==> config.mk <==
export PLATFORM = sky130hd
export DESIGN_NAME = multitouch_slot_event_generator
export DESIGN_NICKNAME = d
export VERILOG_FILES = /design/src/hdl/mtse_pkg.sv /design/src/hdl/mtse_ram.sv /design/src/hdl/multitouch_slot_event_generator.sv
export SDC_FILE = /design/constraint.sdc
export NUM_CORES = 1
export LEC_CHECK = 0
export ABC_CLOCK_PERIOD_IN_PS = 5850
export BUFFER_PORTS_ARGS = -buffer_cell sky130_fd_sc_hd__buf_2
export CAP_MARGIN = 5
export CORE_UTILIZATION = 42
export CTS_CLUSTER_DIAMETER = 150
export CTS_CLUSTER_SIZE = 8
export DETAILED_ROUTE_END_ITERATION = 6
export PLACE_DENSITY = 0.66
export SYNTH_ARGS = -nofsm -noshare
export SYNTH_HDL_FRONTEND = slang
export SYNTH_SLANG_ARGS = --single-unit
==> constraint.sdc <==
create_clock -name clk -period 5.85 [get_ports clk]
set_input_delay 0.2925 -clock clk [delete_from_list [all_inputs] [get_ports clk]]
set_output_delay 0.2925 -clock clk [all_outputs]
set_load 0.1 [all_outputs]
==> src/hdl/mtse_pkg.sv <==
// ============================================================================
// mtse_pkg - shared types and constants of the multitouch slot event generator
// Holds the item layout, operation codes and event kinds used by the block
// and by its port checker.
// ============================================================================
`default_nettype none

package mtse_pkg;

    // field widths of one input item and one result item
    localparam int OP_W     = 2;
    localparam int SLOT_W   = 4;
    localparam int COORD_W  = 12;
    localparam int VALUE_W  = 17;
    localparam int TRACK_W  = 16;
    localparam int IN_W     = 32;
    localparam int OUT_W    = 24;

    // operation codes
    localparam logic [OP_W-1:0] OP_TOUCH       = 2'd0;
    localparam logic [OP_W-1:0] OP_RELEASE     = 2'd1;
    localparam logic [OP_W-1:0] OP_RELEASE_ALL = 2'd2;

    // event kinds carried in the low bits of each output beat
    typedef enum logic [2:0] {
        EV_SLOT   = 3'd0,
        EV_TRACK  = 3'd1,
        EV_MTX    = 3'd2,
        EV_MTY    = 3'd3,
        EV_BUTTON = 3'd4,
        EV_SX     = 3'd5,
        EV_SY     = 3'd6,
        EV_SYNC   = 3'd7
    } kind_t;

endpackage

`default_nettype wire

==> src/hdl/mtse_ram.sv <==
// ============================================================================
// mtse_ram - generic single-clock RAM
// One write port and one read port, read data registered.
// ============================================================================
`default_nettype none

module mtse_ram #(
    parameter int WIDTH = 16,
    parameter int DEPTH = 10
) (
    input  wire logic                                 clk,
    input  wire logic                                 wr_en,
    input  wire logic [(DEPTH > 1 ? $clog2(DEPTH) : 1)-1:0] wr_addr,
    input  wire logic [WIDTH-1:0]                     wr_data,
    input  wire logic                                 rd_en,
    input  wire logic [(DEPTH > 1 ? $clog2(DEPTH) : 1)-1:0] rd_addr,
    output logic      [WIDTH-1:0]                     rd_data
);

    logic [WIDTH-1:0] mem [DEPTH];

    // write port
    always_ff @(posedge clk)
    begin
        if (wr_en)
        begin
            mem[wr_addr] <= wr_data;
        end
    end

    // registered read port
    always_ff @(posedge clk)
    begin
        if (rd_en)
        begin
            rd_data <= mem[rd_addr];
        end
    end

endmodule

`default_nettype wire

==> src/hdl/multitouch_slot_event_generator.sv <==
// ============================================================================
// multitouch_slot_event_generator - touch slot table and event sequencer
// Takes one touch record per input beat (touch at a position, release one
// slot, or release all slots) and emits the slot-protocol event beats it
// causes, one beat per cycle while the sink is ready, tlast on the final
// one. The tracking id of each slot lives in a small RAM that is read,
// updated and written back per slot; a row of valid bits makes every slot
// read as free after reset, so no clearing pass is needed. One item is
// handled at a time: a touch or a release is accepted, its slot is read
// from the RAM and its event beats are then emitted; release-all reads the
// slots in turn, emits the beats of each occupied one, and stops after the
// last occupied slot. The pace is set by the read-modify-write of the slot
// RAM, the one-beat-per-cycle output and stalls of the sink. Items naming a
// slot at or above SLOTS, unused operation codes, releases of free slots
// and release-all with no finger down produce no beats.
// ============================================================================
`default_nettype none

module multitouch_slot_event_generator
    import mtse_pkg::*;
#(
    parameter int SLOTS       = 10,
    parameter int TRACK_LIMIT = 65535
) (
    input  wire logic              clk,
    input  wire logic              rst_n,
    // input beat: operation[1:0], slot[5:2], x[17:6], y[29:18], zeros[31:30]
    input  wire logic              s_tvalid,
    output logic                   s_tready,
    input  wire logic [IN_W-1:0]   s_tdata,
    // output beat: event_kind[2:0], event_value[19:3], zeros[23:20]
    output logic                   m_tvalid,
    input  wire logic              m_tready,
    output logic      [OUT_W-1:0]  m_tdata,
    output logic                   m_tlast
);

    localparam int AW = (SLOTS > 1) ? $clog2(SLOTS) : 1;
    localparam int CW = $clog2(SLOTS + 1);
    localparam logic [AW-1:0]      LAST_IDX  = AW'(SLOTS - 1);
    localparam logic [SLOT_W:0]    SLOT_LIM  = (SLOT_W + 1)'(SLOTS);
    localparam logic [TRACK_W-1:0] TRACK_TOP = TRACK_W'(TRACK_LIMIT - 1);

    typedef enum logic [1:0] {
        ST_IDLE,
        ST_READ,
        ST_EMIT
    } state_t;

    state_t              state_reg;
    logic [OP_W-1:0]     op_reg;
    logic [AW-1:0]       idx_reg;
    logic [COORD_W-1:0]  x_reg;
    logic [COORD_W-1:0]  y_reg;
    logic [TRACK_W-1:0]  id_reg;
    logic [TRACK_W-1:0]  next_track_reg;
    logic [CW-1:0]       count_reg;
    logic [SLOTS-1:0]    valid_reg;
    logic                fresh_reg;
    logic                button_reg;
    logic                single_reg;
    kind_t               kind_reg;

    // input beat fields
    logic [OP_W-1:0]     in_op;
    logic [SLOT_W-1:0]   in_slot;
    logic [COORD_W-1:0]  in_x;
    logic [COORD_W-1:0]  in_y;

    // ram ports
    logic                ram_wr_en;
    logic [TRACK_W-1:0]  ram_wr_data;
    logic                ram_rd_en;
    logic [AW-1:0]       ram_rd_addr;
    logic [TRACK_W-1:0]  ram_rd_data;

    logic                in_beat;
    logic                out_beat;
    logic                in_slot_ok;
    logic                occupied;
    logic                is_touch;
    logic                all_mode;
    logic                at_last_idx;
    logic                done_beat;
    logic [TRACK_W-1:0]  id_new;
    logic [TRACK_W-1:0]  next_track_next;
    kind_t               kind_next;
    logic [VALUE_W-1:0]  value;

    assign in_op   = s_tdata[1:0];
    assign in_slot = s_tdata[5:2];
    assign in_x    = s_tdata[17:6];
    assign in_y    = s_tdata[29:18];

    assign s_tready   = (state_reg == ST_IDLE);
    assign m_tvalid   = (state_reg == ST_EMIT);
    assign in_beat    = s_tvalid && s_tready;
    assign out_beat   = m_tvalid && m_tready;
    assign in_slot_ok = ({1'b0, in_slot} < SLOT_LIM);
    assign is_touch   = (op_reg == OP_TOUCH);
    assign all_mode   = (op_reg == OP_RELEASE_ALL);
    assign at_last_idx = (idx_reg == LAST_IDX);

    // slot is taken when its entry was written since reset and holds an id
    assign occupied = valid_reg[idx_reg] && (ram_rd_data != '0);

    // tracking id allocation, ids cycle 1 .. TRACK_LIMIT-1
    assign id_new          = next_track_reg + TRACK_W'(1);
    assign next_track_next = (id_new == TRACK_TOP) ? '0 : id_new;

    // final beat: sync, and for release-all only once no finger is left
    assign m_tlast   = (kind_reg == EV_SYNC) && (!all_mode || count_reg == '0);
    assign done_beat = out_beat && (kind_reg == EV_SYNC);

    // ram read: slot of a new item, or the following slot during release-all
    always_comb
    begin
        ram_rd_en   = 1'b0;
        ram_rd_addr = idx_reg + AW'(1);
        if (state_reg == ST_IDLE)
        begin
            ram_rd_en   = in_beat;
            ram_rd_addr = (in_op == OP_RELEASE_ALL) ? '0 : in_slot[AW-1:0];
        end
        else if (state_reg == ST_READ)
        begin
            ram_rd_en = all_mode && !occupied && !at_last_idx;
        end
        else
        begin
            ram_rd_en = done_beat && !m_tlast;
        end
    end

    // ram write back: new id on a fresh touch, zero on a release
    always_comb
    begin
        ram_wr_en   = 1'b0;
        ram_wr_data = '0;
        if (state_reg == ST_READ)
        begin
            if (is_touch)
            begin
                ram_wr_en   = !occupied;
                ram_wr_data = id_new;
            end
            else
            begin
                ram_wr_en = occupied;
            end
        end
    end

    mtse_ram #(
        .WIDTH (TRACK_W),
        .DEPTH (SLOTS)
    ) u_ram (
        .clk     (clk),
        .wr_en   (ram_wr_en),
        .wr_addr (idx_reg),
        .wr_data (ram_wr_data),
        .rd_en   (ram_rd_en),
        .rd_addr (ram_rd_addr),
        .rd_data (ram_rd_data)
    );

    // event order for the current slot
    always_comb
    begin
        unique case (kind_reg)
            EV_SLOT:   kind_next = (is_touch && !fresh_reg) ? EV_MTX : EV_TRACK;
            EV_TRACK:  kind_next = is_touch ? EV_MTX : (button_reg ? EV_BUTTON : EV_SYNC);
            EV_MTX:    kind_next = EV_MTY;
            EV_MTY:    kind_next = button_reg ? EV_BUTTON : (single_reg ? EV_SX : EV_SYNC);
            EV_BUTTON: kind_next = (is_touch && single_reg) ? EV_SX : EV_SYNC;
            EV_SX:     kind_next = EV_SY;
            EV_SY:     kind_next = EV_SYNC;
            default:   kind_next = EV_SYNC;
        endcase
    end

    // event value
    always_comb
    begin
        case (kind_reg) inside
            EV_SLOT:         value = VALUE_W'(idx_reg);
            EV_TRACK:        value = is_touch ? VALUE_W'(id_reg) : '1;
            EV_MTX, EV_SX:   value = VALUE_W'(x_reg);
            EV_MTY, EV_SY:   value = VALUE_W'(y_reg);
            EV_BUTTON:       value = VALUE_W'(button_reg && count_reg != '0);
            default:         value = '0;
        endcase
    end

    assign m_tdata = {(OUT_W - VALUE_W - 3)'(0), value, kind_reg};

    // sequencer state and registered item context
    always_ff @(posedge clk or negedge rst_n)
    begin
        if (!rst_n)
        begin
            state_reg      <= ST_IDLE;
            op_reg         <= OP_TOUCH;
            idx_reg        <= '0;
            x_reg          <= '0;
            y_reg          <= '0;
            id_reg         <= '0;
            next_track_reg <= '0;
            count_reg      <= '0;
            valid_reg      <= '0;
            fresh_reg      <= 1'b0;
            button_reg     <= 1'b0;
            single_reg     <= 1'b0;
            kind_reg       <= EV_SLOT;
        end
        else
        begin
            unique case (state_reg)
                ST_IDLE:
                begin
                    if (in_beat)
                    begin
                        op_reg  <= in_op;
                        idx_reg <= (in_op == OP_RELEASE_ALL) ? '0 : in_slot[AW-1:0];
                        x_reg   <= in_x;
                        y_reg   <= in_y;
                        if (((in_op == OP_TOUCH || in_op == OP_RELEASE) && in_slot_ok)
                            || (in_op == OP_RELEASE_ALL && count_reg != '0))
                        begin
                            state_reg <= ST_READ;
                        end
                    end
                end

                ST_READ:
                begin
                    kind_reg <= EV_SLOT;
                    if (is_touch)
                    begin
                        fresh_reg <= !occupied;
                        if (!occupied)
                        begin
                            id_reg               <= id_new;
                            next_track_reg       <= next_track_next;
                            valid_reg[idx_reg]   <= 1'b1;
                            count_reg            <= count_reg + CW'(1);
                            button_reg           <= (count_reg == '0);
                            single_reg           <= (count_reg == '0);
                        end
                        else
                        begin
                            button_reg <= 1'b0;
                            single_reg <= (count_reg == CW'(1));
                        end
                        state_reg <= ST_EMIT;
                    end
                    else if (occupied)
                    begin
                        count_reg  <= count_reg - CW'(1);
                        button_reg <= (count_reg == CW'(1));
                        single_reg <= 1'b0;
                        state_reg  <= ST_EMIT;
                    end
                    else if (all_mode && !at_last_idx)
                    begin
                        idx_reg <= idx_reg + AW'(1);
                    end
                    else
                    begin
                        state_reg <= ST_IDLE;
                    end
                end

                ST_EMIT:
                begin
                    if (out_beat)
                    begin
                        kind_reg <= kind_next;
                    end
                    if (done_beat)
                    begin
                        if (m_tlast)
                        begin
                            state_reg <= ST_IDLE;
                        end
                        else
                        begin
                            idx_reg   <= idx_reg + AW'(1);
                            state_reg <= ST_READ;
                        end
                    end
                end

                default:
                begin
                    state_reg <= ST_IDLE;
                end
            endcase
        end
    end

endmodule

`default_nettype wire

==> metrics.yaml <==
power:
  switchingPower_w: 0.00305
  pwr-share-seq_pct: 34.3
  p_int_w: 0.00467
  p_clk_share_pct: 25.8
  vdd_drop_max_mv: 0.828
  comb_power_share_pct: 39.9
  swShare_pct: 39.6
  p_per_area_mw_per_mm2: 569
  cellLeakagePower_nw: 5.09
grt:
  grt_pass1_vias: 7281
  grt_max_degree: 62
  grt_pass1_wl_mm: 39.8
  antenna_found_initial: 0
  grt_use_total_pct: 17.9
  overflow: 0
logic_synthesis:
  netlist_top_cells_area: "edfxtp_1 (45%), dfrtp_1 (18%), mux4_2 (6.3%), mux2_2 (5.5%), nand2_1 (3.0%)"
  synth_top_family_by_area: "multiplexers"
  muxShareOfSynthArea_pct: 12.1
  yosysMostFrequentCell: "edfxtp_1"
  synthAdderAreaFrac_pct: 1.60
  netlist_area_mm2: 0.0117
  yosys.area_share.simple_pct: 10.7
  ys_ff_latch: 260
  netlist-cell-type-count: 63
  yosysSeqAreaShare_pct: 63.1
  syn_avg_cell_area_um2: 13.6
  synthTopCellsByCount: "edfxtp_1 (176), nand2_1 (95), dfrtp_1 (84)"
  synth_edf_count: 176
  synth_top_cell_by_area: "edfxtp_1"
  async_flop_share_pct: 32.3
  synth_ff_type: "edfxtp_1"
  synth_compound_area_share_pct: 8.82
  synth_xor_area_share_pct: 1.27
  synth_cells: 864
  synth.top_cell.area_share_pct: 45.1
  synth_warnings: 0
worst_setup_path:
  cp_max_fo: 16
  crit_required_ns: 5.98
  worst-setup-path-type: "reg2reg"
  critPathMaxStageDelay_ns: 0.81
  r2r-end: "u_ram.mem[5][7]"
  crit_path_cell_trace: "mux4_2 -> a221o_1 -> nand3_1 -> ha_1 -> nand2_1 -> nor2_1 -> and2_1"
  rr_worst_depth: 7
  r2r-start: "idx_reg[0]"
  start_kind: "flop"
  cp.arrival_ns: 3.71
  worstSetupEndpointType: "flop"
  r2r_setup_slack_ns: 2.27
  cp_slowest_cell: "and2_1"
hold_path:
  holdCritPathClass: "in2reg"
  worstHoldStart: "s_tdata[29]"
  worstHoldEndpoint: "y_reg[11]"
  worstHoldPathCells: 2
die:
  row_count: 60
  start_util_pct: 43.1
  die_w_um: 169
  core_area_mm2: 0.0272
  dieArea_mm2: 0.0286
  io_pins: 63
  die_h_um: 169
sta:
  finalCriticalPeriod_ns: 3.58
  setup-violations-final: 0
  period_share_pct: 61.1
  tns_ns: 0
  hold_violations: 0
  rsz0062_at_grt: "false"
  slew_violations: 0
  setup_ws_ns: 2.27
  worstMarginPinSlew_ns: 1.12
  finClkSkew_ns: 0.0184
  max_freq_mhz: 280
  slew_headroom_pct: 25.2
detailed_routing:
  drc: 0
  wl_per_cell_um: 18.6
  wl_mm: 24.6
  viasPerCell: 5.46
  dr.pass1.iters: 5
  drtIter0Drc: 558
  vias: 7213
  ant_nets: 0
job:
  maxCapViolCount: 0
cts:
  cts-root-buf: "clkbuf_16"
  clk_pin_slew_ns: 0.05
  cts_buffer_depth: 3
  cts_tree: "done"
  cts-resized-gates: 0
  cts_made_buffers: 38
  h-tree-depth: 2
  clock_sinks: 260
  clkLatencyLatePin_ns: 0.52
place:
  place_congestion: 0.815
  dp_worst_setup_slack_ns: 2.24
  io_buffers: 56
  placedInstanceArea_mm2: 0.0124
  post-dp-hpwl_mm: 15.5
  dp_cells: 1255
final_layout:
  diodes: 0
  final_area_mm2: 0.0136
  fin_nets: 985
  regMostFlops: "u_ram.mem"
  area_growth_pct: 15.8
  final_cells: 1320
  largest_reg_flops: 160
  drive_above_1_share_pct: 23.0
outcome:
  outcome: "completed"
[layer usage]
layer	part of all wire [%]	wire, µm	global-route usage [%]
met1	46	11300	24.8
met2	48	11700	28.9
met5	0	0	0
met3	4.3	1050	2.85
met4	2.3	556	5.84
[how the worst max path moves through the flow]
stage	from	end	depth (start not counted)
5_1_grt	idx_reg[0]	u_ram.mem[5][7]	7
2_1_floorplan	kind_reg[2]	m_tdata[6]	7
4_1_cts	idx_reg[0]	u_ram.mem[5][7]	7
6_report	idx_reg[0]	u_ram.mem[5][7]	7
3_3_place_gp	idx_reg[0]	u_ram.mem[3][13]	6
3_5_place_dp	idx_reg[0]	u_ram.mem[5][13]	7
[power groups by stage]
stage | combinational, W | clock, W | sequential (W)
CTS | 0.00311 | 0.00203 | 0.00264
finish | 0.00308 | 0.00199 | 0.00265
global route | 0.00333 | 0.00210 | 0.00269
global placement | 0.00306 | 0 | 0.00266
detailed placement | 0.00309 | 0 | 0.00267
floorplan | 0.00245 | 0 | 0.00260
[area by class of cell]
class | count | area [µm²]
fill | 2370 | 13600
timing repair buffer | 77 | 468
inverter | 15 | 56.3
clock inverter | 4 | 92.6
tap | 372 | 465
clock buffer | 50 | 996
sequential | 260 | 7390
multi-input combinational | 542 | 4090
[placed cells by master, fill, tap and decap left out, drive strengths merged, types with 9 or more instances in the layout]
cell type,synthesis,final
a21o,9,9
a21oi,25,25
a22oi,29,29
and2,11,11
and3,11,11
buf,16,66
clkbuf,34,50
dfrtp,84,84
dlygate4sd3,0,11
edfxtp,176,176
ha,15,15
inv,13,13
mux2,57,57
mux4,33,33
nand2,95,95
nand2b,10,10
nand3,16,16
nor2,67,67
nor3,12,12
nor4,9,9
o21ai,41,41
o2bb2ai,11,11
o31ai,14,14
xnor2,11,11
[metrics by stage]
| step | util [%] | power [W] | hold WS [ns] |
|---|---|---|---|
| global placement | 45.5 | 0.00572 | 0.305 |
| global route | 49.9 | 0.00813 | 0.0102 |
| detailed placement | 45.5 | 0.00576 | 0.310 |
| floorplan | - | 0.00505 | -0.00309 |
| finish | 49.9 | 0.00772 | 0.0126 |
| CTS | 49.9 | 0.00778 | 0.00202 |
[kinds of logic after synthesis]
group / after synthesis
fa+ha+maj: 15
flops: 260
simple gates: 260
buf+inv: 65
xor+xnor: 17
mux: 93
other cells: 1
compound gates: 153
[timing repair]
item / 4_1_cts / 5_1_grt
endpoints found under the setup margin: 0 / 0
hold buffers: 11 / 0
endpoints found under the hold margin: 48 / 0
setup buffers: 0 / 0
[worst max-delay path: cells and delay by family (launching register included)]
family          cells  cell delay (ns)
flops               1             0.64
compound gates      1             0.35
fa+ha+maj           1             0.19
mux                 1             0.56
simple gates        4             1.43
Power figures use the tool's default switching activity.
